[src/rtl/assert_macros.svh]
`ifndef ASSERT_MACROS_SVH
`define ASSERT_MACROS_SVH

// Same-cycle implication, sampled on the rising clock edge outside reset.
`define SFR_ASSERT_NOW(label, cond, expr) \
  label: assert property (@(posedge clk) disable iff (rst) (cond) |-> (expr)) \
    else $error("%m: same-cycle check failed");

// Next-cycle implication, sampled on the rising clock edge outside reset.
`define SFR_ASSERT_NEXT(label, cond, expr) \
  label: assert property (@(posedge clk) disable iff (rst) (cond) |=> (expr)) \
    else $error("%m: next-cycle check failed");

`endif

[src/rtl/sfr_pkg.sv]
`timescale 1ns / 1ps

package sfr_pkg;

  localparam int SFR_WINDOW_LEN  = 24;
  localparam int SFR_NUM_ANALOG  = 16;
  localparam int SFR_CH_W        = 11;
  localparam int SFR_PAYLOAD_W   = SFR_NUM_ANALOG * SFR_CH_W;
  localparam int SFR_QUEUE_DEPTH = 2;
  localparam int SFR_ADDR_W      = 3;

  localparam logic [7:0] SFR_SYNC_BYTE   = 8'h0F;
  localparam logic [7:0] SFR_END_BYTE    = 8'h00;
  localparam logic [7:0] SFR_LIMIT_RESET = 8'd50;
  localparam logic [7:0] SFR_COUNT_MAX   = 8'hFF;

  localparam logic [4:0] SFR_FLAG_HI_INDEX = 5'd16;
  localparam logic [4:0] SFR_FLAG_LO_INDEX = 5'd17;

  localparam logic KIND_CHANNEL = 1'b0;
  localparam logic KIND_TIMEOUT = 1'b1;

  localparam logic REG_SEARCH_LIMIT = 1'b0;

  typedef struct packed {
    logic                     is_timeout;
    logic [SFR_PAYLOAD_W-1:0] payload;
    logic [1:0]               flags;
  } sfr_record_t;

  typedef struct packed {
    logic valid;
    logic full;
  } sfr_push_t;

endpackage

[src/rtl/sfr_front.sv]
`timescale 1ns / 1ps

module sfr_front (
  input  logic                clk,
  input  logic                rst,
  input  logic                byte_valid,
  input  logic [7:0]          rx_byte,
  input  logic [7:0]          search_limit,
  output logic                rec_valid,
  output sfr_pkg::sfr_record_t rec
);
  import sfr_pkg::*;

  logic [7:0] window [0:SFR_WINDOW_LEN-1];
  logic [7:0] bytes_seen;
  logic [7:0] bytes_seen_next;
  logic       frame_hit;
  logic       timeout_hit;

  always_comb begin
    bytes_seen_next = (bytes_seen == SFR_COUNT_MAX) ? bytes_seen : bytes_seen + 8'd1;
    frame_hit       = (window[0] == SFR_SYNC_BYTE) && (rx_byte == SFR_END_BYTE);
    timeout_hit     = !frame_hit && (bytes_seen_next >= search_limit);
    rec_valid       = byte_valid && (frame_hit || timeout_hit);
    rec.is_timeout  = !frame_hit;
    for (int i = 1; i <= SFR_NUM_ANALOG * SFR_CH_W / 8; i++) begin
      rec.payload[(i-1)*8 +: 8] = window[i];
    end
    rec.flags = window[SFR_WINDOW_LEN-1][7:6];
  end

  always_ff @(posedge clk) begin
    if (rst) begin
      bytes_seen <= '0;
      for (int i = 0; i < SFR_WINDOW_LEN; i++) window[i] <= '0;
    end else if (byte_valid) begin
      if (frame_hit || timeout_hit) begin
        bytes_seen <= '0;
        for (int i = 0; i < SFR_WINDOW_LEN; i++) window[i] <= '0;
      end else begin
        bytes_seen <= bytes_seen_next;
        for (int i = 0; i < SFR_WINDOW_LEN - 1; i++) window[i] <= window[i+1];
        window[SFR_WINDOW_LEN-1] <= rx_byte;
      end
    end
  end

endmodule

[src/rtl/sfr_queue.sv]
`timescale 1ns / 1ps

module sfr_queue #(
  parameter int DEPTH = sfr_pkg::SFR_QUEUE_DEPTH
) (
  input  logic                 clk,
  input  logic                 rst,
  input  logic                 push,
  input  sfr_pkg::sfr_record_t push_rec,
  output logic                 full,
  output logic                 empty,
  input  logic                 pop,
  output sfr_pkg::sfr_record_t head
);
  import sfr_pkg::*;

  localparam int PTR_W = $clog2(DEPTH);
  localparam int CNT_W = $clog2(DEPTH + 1);

  sfr_record_t        entries [0:DEPTH-1];
  logic [PTR_W-1:0]   wr_ptr;
  logic [PTR_W-1:0]   rd_ptr;
  logic [CNT_W-1:0]   count;
  logic               do_push;
  logic               do_pop;

  assign full    = (count == CNT_W'(DEPTH));
  assign empty   = (count == '0);
  assign do_push = push && !full;
  assign do_pop  = pop && !empty;
  assign head    = entries[rd_ptr];

  always_ff @(posedge clk) begin
    if (do_push) entries[wr_ptr] <= push_rec;
  end

  always_ff @(posedge clk) begin
    if (rst) begin
      wr_ptr <= '0;
      rd_ptr <= '0;
      count  <= '0;
    end else begin
      if (do_push) wr_ptr <= (wr_ptr == PTR_W'(DEPTH - 1)) ? '0 : wr_ptr + 1'b1;
      if (do_pop)  rd_ptr <= (rd_ptr == PTR_W'(DEPTH - 1)) ? '0 : rd_ptr + 1'b1;
      if (do_push && !do_pop)      count <= count + 1'b1;
      else if (do_pop && !do_push) count <= count - 1'b1;
    end
  end

endmodule

[src/rtl/sfr_back.sv]
`timescale 1ns / 1ps

module sfr_back (
  input  logic                 clk,
  input  logic                 rst,
  input  logic                 rec_empty,
  input  sfr_pkg::sfr_record_t rec,
  output logic                 rec_pop,
  output logic                 empty,
  input  logic                 pop,
  output logic                 kind,
  output logic [4:0]           channel_index,
  output logic [10:0]          channel_value,
  output logic                 last
);
  import sfr_pkg::*;

  logic        out_valid;
  logic [4:0]  index;
  logic        load;
  logic        kind_next;
  logic [4:0]  index_out_next;
  logic [10:0] value_next;
  logic        last_next;
  logic [10:0] analog_value;

  always_comb begin
    analog_value = '0;
    for (int i = 0; i < SFR_NUM_ANALOG; i++) begin
      if (index[3:0] == 4'(i)) analog_value = rec.payload[i*SFR_CH_W +: SFR_CH_W];
    end
  end

  always_comb begin
    load = !rec_empty && (!out_valid || pop);
    if (rec.is_timeout) begin
      kind_next      = KIND_TIMEOUT;
      index_out_next = '0;
      value_next     = '0;
      last_next      = 1'b1;
    end else begin
      kind_next      = KIND_CHANNEL;
      index_out_next = index;
      last_next      = (index == SFR_FLAG_LO_INDEX);
      if (index == SFR_FLAG_HI_INDEX)      value_next = {10'b0, rec.flags[1]};
      else if (index == SFR_FLAG_LO_INDEX) value_next = {10'b0, rec.flags[0]};
      else                                 value_next = analog_value;
    end
    rec_pop = load && last_next;
  end

  assign empty = !out_valid;

  always_ff @(posedge clk) begin
    if (rst) begin
      out_valid <= 1'b0;
      index     <= '0;
    end else begin
      if (load) begin
        out_valid <= 1'b1;
        index     <= last_next ? '0 : index + 5'd1;
      end else if (pop) begin
        out_valid <= 1'b0;
      end
    end
  end

  always_ff @(posedge clk) begin
    if (load) begin
      kind          <= kind_next;
      channel_index <= index_out_next;
      channel_value <= value_next;
      last          <= last_next;
    end
  end

endmodule

[src/rtl/sbus_frame_receiver_core.sv]
`timescale 1ns / 1ps
// Channel   | Handshake                     | Payload
// ----------+-------------------------------+---------------------------------------------
// bytes in  | push, full                    | rx_byte
// results   | pop, empty                    | kind, channel_index, channel_value, last
// config    | psel, penable, pwrite, pready | paddr, pwdata, prdata (search_limit at 0x0)
//
// One byte is taken per cycle while the record queue between front and back has room.
// A frame yields 18 results and a timeout one, delivered at up to one per cycle from
// the output register; a frame holds its queue entry until its last result is loaded.
// Reset clears the window, the byte count and the queue, empties the output register,
// and sets search_limit to 50. A stalled result side fills the queue, then raises full.

module sbus_frame_receiver_core #(
  parameter int QUEUE_DEPTH = sfr_pkg::SFR_QUEUE_DEPTH
) (
  input  logic                          clk,
  input  logic                          rst,
  input  logic                          push,
  output logic                          full,
  input  logic [7:0]                    rx_byte,
  output logic                          empty,
  input  logic                          pop,
  output logic                          kind,
  output logic [4:0]                    channel_index,
  output logic [10:0]                   channel_value,
  output logic                          last,
  input  logic                          psel,
  input  logic                          penable,
  input  logic                          pwrite,
  input  logic [sfr_pkg::SFR_ADDR_W-1:0] paddr,
  input  logic [31:0]                   pwdata,
  output logic [31:0]                   prdata,
  output logic                          pready
);
  import sfr_pkg::*;
  `include "assert_macros.svh"

  logic        [7:0] search_limit;
  logic              byte_accept;
  logic              rec_valid;
  sfr_record_t       front_rec;
  sfr_record_t       head_rec;
  logic              rec_empty;
  logic              rec_pop;
  logic              q_full;

  assign pready      = 1'b1;
  assign full        = q_full;
  assign byte_accept = push && !q_full;

  always_ff @(posedge clk) begin
    if (rst) begin
      search_limit <= SFR_LIMIT_RESET;
    end else if (psel && penable && pwrite && pready && (paddr[2] == REG_SEARCH_LIMIT)) begin
      search_limit <= pwdata[7:0];
    end
  end

  assign prdata = (paddr[2] == REG_SEARCH_LIMIT) ? {24'b0, search_limit} : 32'b0;

  sfr_front u_front (
    .clk          (clk),
    .rst          (rst),
    .byte_valid   (byte_accept),
    .rx_byte      (rx_byte),
    .search_limit (search_limit),
    .rec_valid    (rec_valid),
    .rec          (front_rec)
  );

  sfr_queue #(
    .DEPTH (QUEUE_DEPTH)
  ) u_queue (
    .clk      (clk),
    .rst      (rst),
    .push     (rec_valid),
    .push_rec (front_rec),
    .full     (q_full),
    .empty    (rec_empty),
    .pop      (rec_pop),
    .head     (head_rec)
  );

  sfr_back u_back (
    .clk           (clk),
    .rst           (rst),
    .rec_empty     (rec_empty),
    .rec           (head_rec),
    .rec_pop       (rec_pop),
    .empty         (empty),
    .pop           (pop),
    .kind          (kind),
    .channel_index (channel_index),
    .channel_value (channel_value),
    .last          (last)
  );

  `SFR_ASSERT_NOW(a_timeout_is_last, !empty && (kind == KIND_TIMEOUT),
                  last && (channel_index == 5'd0))
  `SFR_ASSERT_NOW(a_frame_ends_on_flag, !empty && last && (kind == KIND_CHANNEL),
                  channel_index == SFR_FLAG_LO_INDEX)
  `SFR_ASSERT_NOW(a_no_push_when_full, rec_valid, !q_full)
  `SFR_ASSERT_NEXT(a_record_reaches_back, rec_valid, !rec_empty)

endmodule

[config.mk]
export PLATFORM = sky130hd
export DESIGN_NAME = sbus_frame_receiver_core
export DESIGN_NICKNAME = d
export VERILOG_FILES = /design/src/rtl/sfr_pkg.sv /design/src/rtl/sfr_front.sv /design/src/rtl/sfr_queue.sv /design/src/rtl/sfr_back.sv /design/src/rtl/sbus_frame_receiver_core.sv
export VERILOG_INCLUDE_DIRS = /design/src /design/src/rtl
export SDC_FILE = /design/constraint.sdc
export NUM_CORES = 1
export LEC_CHECK = 0
export BUFFER_PORTS_ARGS = -buffer_cell sky130_fd_sc_hd__buf_2
export CORE_MARGIN = 3
export CORE_UTILIZATION = 45
export DETAILED_ROUTE_END_ITERATION = 6
export MAX_ROUTING_LAYER = met4
export PLACE_DENSITY_LB_ADDON = 0.25
export SYNTH_ARGS = -nofsm -noshare
export SYNTH_HDL_FRONTEND = slang
export SYNTH_SLANG_ARGS = --single-unit
[constraint.sdc]
create_clock -name clk -period 13.7 [get_ports clk]
set_input_delay 1.37 -clock clk [delete_from_list [all_inputs] [get_ports clk]]
set_output_delay 1.37 -clock clk [all_outputs]
set_load 0.005 [all_outputs]
# ---- Yosys cells after proc, flatten, opt, wreduce, memory -nomap -nowiden
# Memory sizes are Yosys's and may differ from the RTL's. A register that Yosys moved wholly into a read port is not among the register bits.
# Cells that the tools add are included.
dict set report word_totals {
  register_bits 44
  ramBits 550
  out_inout_bits 53
  wordCells 209
  memories 2
}
# memory words width rd rd_ports_with_merged_regs write_ports line
set memory_table {}
lappend memory_table {u_queue.entries 2 179 1 1 1 sfr_queue.sv:20} ;# sfr_record_t entries [0:DEPTH-1];
lappend memory_table {u_front.window 24 8 24 0 24 sfr_front.sv:14} ;# logic [7:0] window [0:SFR_WINDOW_LEN-1];
dict set report op_classes {
  n_addsub 6
  magnitude_cmp 1
  eq_ne 20
  mux 92
  bitwise_logic 49
  n_reduce_logical 27
}
# operator count
set ops {}
lappend ops {{$mux 8} 51}
lappend ops {{$mux 11} 16}
lappend ops {{$or 1x1->1} 48}
lappend ops {{$eq 4x4->1 const B} 8}
lappend ops {{$mux 1} 22}
lappend ops {{$eq 4x3->1 const B} 4}
lappend ops {{$logic_and 1x1->1} 13}
lappend ops {{$eq 5x5->1 const B} 2}
lappend ops {{$add 8x1->8 const B} 1}
lappend ops {{$eq 4x2->1 const B} 2}
lappend ops {{$eq 8x4->1 const B} 1}
lappend ops {{$eq 8x8->1 const B} 1}
lappend ops {{$ge 8x8->1} 1}
lappend ops {{$logic_not 8->1} 1}
lappend ops {{$logic_not 1->1} 6}
lappend ops {{$add 5x1->5 const B} 1}
lappend ops {{$mux 5} 1}
lappend ops {{$eq 4x1->1 const B} 1}
lappend ops {{$logic_not 4->1} 1}
lappend ops {{$mux 2} 2}
lappend ops {{$reduce_bool 2->1} 2}
lappend ops {{$reduce_or 3->1} 1}
lappend ops {{$add 1x1->1 const B} 2}
lappend ops {{$add 2x1->2 const B} 1}
lappend ops {{5 further kinds} 6}

# ---- Longest topological paths before layout
dict set report depth {
  word_depth 19
  depth_mapped 14
  mapped_depth_nobuf 14
}

# ---- Modules after synthesis
# A second synthesis with hierarchy kept.
dict set report unflattened {
  cells_unflattened 1560
  area_unflattened_um2 25132.9
}
# module n_inst cells_each area_per_inst_um2 seq_area_each_um2
set modules_own_cells {}
lappend modules_own_cells {sfr_queue 1 582 13544.2 10850.4}
lappend modules_own_cells {sfr_front 1 493 7967.6 5925.7}
lappend modules_own_cells {sfr_back 1 414 2999.1 660.6}
lappend modules_own_cells {sbus_frame_receiver_core 1 71 621.8 160.2}

# ---- Worst setup path after synthesis
# Ideal clock, no wire load.
dict set report synth_timing {
  path_type {input-to-reg}
  startpoint {in rx_byte[1]}
  endpoint {mem u_queue.entries[0][0] in the netlist's numbering, enable pin}
  setup_ns 0.742
  t_arrival_ns 10.056
  required_time_ns 12.958
  setup_slack_ns 2.902
  cell_stages 5
  n_path_buf 0
  path_cell_list {nor4_1 -> a41oi_2 -> nor2_1 -> a41o_1 -> nor2b_1}
}
dict set report synth_via {
  elab_chain_cells 9
}
# element line
set synth_rtl {}
lappend synth_rtl {{from (decl)} sbus_frame_receiver_core.sv:21} ;# input logic [7:0] rx_byte,
lappend synth_rtl {{$logic_not 8->1 (*)} sfr_front.sv:22} ;# frame_hit = (window[0] == SFR_SYNC_BYTE) && (rx_byte == SFR_END_BYTE);
lappend synth_rtl {{$logic_and 1x1->1 (*)} sfr_front.sv:22}
lappend synth_rtl {{$logic_not 1->1} sfr_front.sv:23} ;# timeout_hit = !frame_hit && (bytes_seen_next >= search_limit);
lappend synth_rtl {{$logic_and 1x1->1} sfr_front.sv:23}
lappend synth_rtl {{$logic_or 1x1->1 (*)} sfr_front.sv:24} ;# rec_valid = byte_valid && (frame_hit || timeout_hit);
lappend synth_rtl {{$logic_and 1x1->1 (*)} sfr_front.sv:24}
lappend synth_rtl {{$logic_and 1x1->1 (*)} sfr_queue.sv:29} ;# assign do_push = push && !full;
lappend synth_rtl {{named net u_queue.do_push} sfr_queue.sv:24} ;# logic do_push;
lappend synth_rtl {{$mux 1 (*)} sfr_queue.sv:34} ;# if (do_push) entries[wr_ptr] <= push_rec;
lappend synth_rtl {{$mux 1 (implied by the code) (*)} sfr_queue.sv:34}
lappend synth_rtl {{to (decl)} sfr_queue.sv:20}
# The timed path passes the listed nets; every way through them passes the cells marked *.

# ---- Worst setup path in the final report
dict set report layout_timing {
  startpoint {reg u_front.bytes_seen[3]}
  endpoint {mem u_queue.entries[1][119] in the netlist's numbering, enable pin}
}
dict set report layout_via {
  elab_chain_cells 9
  word_cells_on_any_way 10
}
# element line
set layout_rtl {}
lappend layout_rtl {{from (decl)} sfr_front.sv:15} ;# logic [7:0] bytes_seen;
lappend layout_rtl {{from (signal assigned)} sfr_front.sv:41} ;# bytes_seen <= bytes_seen_next;
lappend layout_rtl {{$add 8x1->8 / $eq 8x8->1 (equally long branches)} sfr_front.sv:21} ;# bytes_seen_next = (bytes_seen == SFR_COUNT_MAX) ? bytes_seen : bytes_seen + 8'd1;
lappend layout_rtl {{$mux 8 (*)} sfr_front.sv:21}
lappend layout_rtl {{$ge 8x8->1 (*)} sfr_front.sv:23}
lappend layout_rtl {{$logic_and 1x1->1 (*)} sfr_front.sv:23}
lappend layout_rtl {{$logic_or 1x1->1 (*)} sfr_front.sv:24}
lappend layout_rtl {{$logic_and 1x1->1 (*)} sfr_front.sv:24}
lappend layout_rtl {{$logic_and 1x1->1 (*)} sfr_queue.sv:29}
lappend layout_rtl {{named net u_queue.do_push} sfr_queue.sv:24}
lappend layout_rtl {{$mux 1 (*)} sfr_queue.sv:34}
lappend layout_rtl {{$mux 1 (implied by the code) (*)} sfr_queue.sv:34}
# Marks and branches as above.

==> flow_metrics.tcl <==
set metrics [dict create \
    status "completed" \
    cts-root-buf "clkbuf_16" \
    dieArea_mm2 0.0560 \
    hold_viol_final 0 \
    yosysTopAreaCell "edfxtp_1" \
    cp-end-kind "flip-flop" \
    worstMarginPinSlew_ns 1.09 \
    antenna_cells 0 \
    placed_cell_area_mm2 0.0246 \
    setup_tns_ns 0 \
    leakage_nw 8.87 \
    cts_hold_buf 0 \
    post_cts_buffers 0 \
    ios 103 \
    async_reset_ff_share_pct 0 \
    synth-edff-count 568 \
    grt_overflow 0 \
    ir_drop_v 0.000126 \
    clock_latency_ns 0.62 \
    clock_path_buffers 3 \
    max_slew_margin_pct 27.5 \
    r2r_cells 11 \
    coreArea_mm2 0.0519 \
    grt_pass1_vias 12300 \
    worst_slack_ns 9.08 \
    drc 0 \
    power.switching_w 0.000752 \
    initial_core_util_pct 46.1 \
    r2r_start "u_front.bytes_seen[3]$_SDFFE_PP0P_" \
    synth_seq_cells 595 \
    switching_share_pct 20.0 \
    hold_class "reg2reg" \
    cts_buffers 59 \
    synth_top_flop_cell "edfxtp_1" \
    max_freq_mhz 216 \
    ctsResizeCount 0 \
    hold_end "u_queue.entries[1][111]$_DFFE_PP_" \
    portBuffers 51 \
    vias 12500 \
    critPathMaxFanout 73 \
    syn_to_final_growth_pct 10.8 \
    grt_pass1_wl_um 73900 \
    first_iter_violations 942 \
    reg2reg_slack_ns 9.08 \
    nNetsFinal 1615 \
    ys_seq_area_share_pct 73.6 \
    synth_top_area_share_pct 71.3 \
    drive_gt1_share_pct 12.3 \
    clk_pin_slew_ns 0.06 \
    pwr-share-comb_pct 2.2 \
    synth_most_common_cell "edfxtp_1" \
    worstHoldStart "u_front.window[0][117]$_SDFFCE_PN0P_" \
    totalWireLength_um 47900 \
    grt_setup_unrepaired "no" \
    multi_input_area_mm2 0.00571 \
    power.share.clock_pct 42.5 \
    worstSetupPathType "reg2reg" \
    postSynthAreaPerCell_um2 15.8 \
    drtPass1Iterations 5 \
    ant_nets 0 \
    setup_violations 0 \
    rows 83 \
    p_seq_share_pct 55.4 \
    worst_clock_skew_ns 0.0187 \
    drt-wirelength-per-cell_um 21.0 \
    cp.required_ns 13.92 \
    grt_max_degree 131 \
    cp-start-kind "flip-flop" \
    via_per_inst 5.47 \
    holdPathStages 0 \
    ctsHtreeMaxLevel 2 \
    hpwlAfterDp_um 27800 \
    place_ws_ns 8.61 \
    period_needed_ns 4.62 \
    syn_area_mm2 0.0239 \
    global_route.usage.total_pct 17.4 \
    synth_area_leaders "edfxtp_1 (71%), mux2i_1 (5.4%), and2_1 (5.1%)" \
    fillCellCount 4311 \
    fin_crit_sh_pct 33.7 \
    synth_top_cells_by_count "edfxtp_1 (568), and2_1 (195), mux2i_1 (128)" \
    fin_total_pwr_w 0.00376 \
    cts_tree "yes" \
    die_w_um 237 \
    clock-sinks 595 \
    slew_violations 0 \
    design_area_mm2 0.0265 \
    ys_warn_count 0 \
    power.density_mw_per_mm2 142 \
    ff_latch_area_mm2 0.0176 \
    dieHeight_um 237 \
    place_congestion 0.768 \
    critical_path_arrival_ns 4.84 \
    p_int_w 0.00300 \
    netlist_instances 1512 \
    cap_violations 0 \
    synth_cell_type_count 59 \
    reg2reg_to "u_queue.entries[1][119]$_DFFE_PP_" \
    antenna_found_initial 0 \
]
## state kept, by name, summed over array words and instances (netlist names), named ones only
register	cells
u_queue.wr_ptr	1
u_front.window	192
u_front.bytes_seen	8
u_back.index	5
u_back.kind	1
u_back.last	1
u_queue.rd_ptr	1
u_back.out_valid	1
u_queue.entries	358
search_limit	8
u_back.channel_value	11
u_queue.count	2
u_back.channel_index	5
## worst max-delay path by stage
stage	end	slack, ns	cells past startpoint	startpoint
2_1_floorplan	u_queue.entries[0][0]$_DFFE_PP_	2.90	5	rx_byte[1]
3_3_place_gp	u_queue.entries[1][103]$_DFFE_PP_	8.62	7	rx_byte[1]
3_5_place_dp	u_queue.entries[1][103]$_DFFE_PP_	8.61	7	rx_byte[1]
4_1_cts	u_queue.entries[1][119]$_DFFE_PP_	8.98	11	u_front.bytes_seen[3]$_SDFFE_PP0P_
5_1_grt	u_queue.entries[1][119]$_DFFE_PP_	8.66	12	u_front.bytes_seen[3]$_SDFFE_PP0P_
6_report	u_queue.entries[1][119]$_DFFE_PP_	9.08	11	u_front.bytes_seen[3]$_SDFFE_PP0P_
## stage by stage
step,std cells,utilization [%],hold WS (ns)
floorplan,1535,-,0.436
global placement,2170,47.4,0.439
detailed placement,2170,47.4,0.448
CTS,2280,51.0,0.454
global route,2280,51.0,0.462
finish,2280,51.0,0.456
## kinds of logic after synthesis
| family | count (synthesis) | share of synthesized area, % |
|---|---|---|
| xor+xnor | 11 | 0.403 |
| buf+inv | 127 | 2.99 |
| simple gates | 352 | 8.42 |
| compound gates | 240 | 6.46 |
| other cells | 2 | 0.0314 |
| mux | 171 | 7.38 |
| fa+ha+maj | 14 | 0.732 |
| flops | 595 | 73.6 |
## placed cells by master, fill, tap and decap left out, types with 10 or more instances in the layout
master and n:
a311oi_1 10, a211oi_1 14, mux2_2 43, buf_4 14
clkbuf_16 61, a22oi_1 10, o21ai_1 12, ha_1 14
buf_2 51, clkinv_1 11, dfxtp_1 26, nor2b_1 13
a21oi_1 29, inv_1 15, edfxtp_1 568, o21ai_0 59
a31oi_1 23, and2_1 194, conb_1 25, mux2i_1 128
nand3_1 10, o211ai_1 11, nand2_1 37, clkbuf_1 20
nor2_1 50, o22ai_1 40
## critical path, stage by stage, from the launching register on
cell	delay (ns)
dfxtp_1	0.45
nand4_1	0.15
nor2_1	0.23
a21oi_1	0.19
and3_1	0.25
xor2_1	0.15
ha_1	0.30
nand4_1	0.09
o21bai_1	0.35
a41o_1	0.34
and2_4	0.73
buf_4	0.94
## layout make-up
cell class | instances | area share (%)
clock buffers | 81 | 6.04
flip-flops and latches | 595 | 66.4
well taps | 680 | 3.21
multi-input cells | 813 | 21.5
repair buffers | 65 | 1.36
inverters | 17 | 0.269
clock inverters | 29 | 1.15
## per-layer routing
metal / up-vias / part of all wire (%) / global-route usage [%]
li1: 5770 / - / -
met1: 6276 / 45 / 24.8
met2: 335 / 46 / 25.8
met3: 82 / 5.9 / 3.19
met4: 0 / 2.7 / 5.08
met5: - / 0 / -
## power by group through the flow
stage                     Clock [W]  Combinational [W]  Sequential [W]
after detailed placement          0          0.0000822         0.00212
after global placement            0          0.0000815         0.00211
final                       0.00160          0.0000808         0.00208
after CTS                   0.00163          0.0000828         0.00208
after floorplan                   0          0.0000633         0.00211
after global routing        0.00170          0.0000913         0.00209
Power figures use the tool's default switching activity.
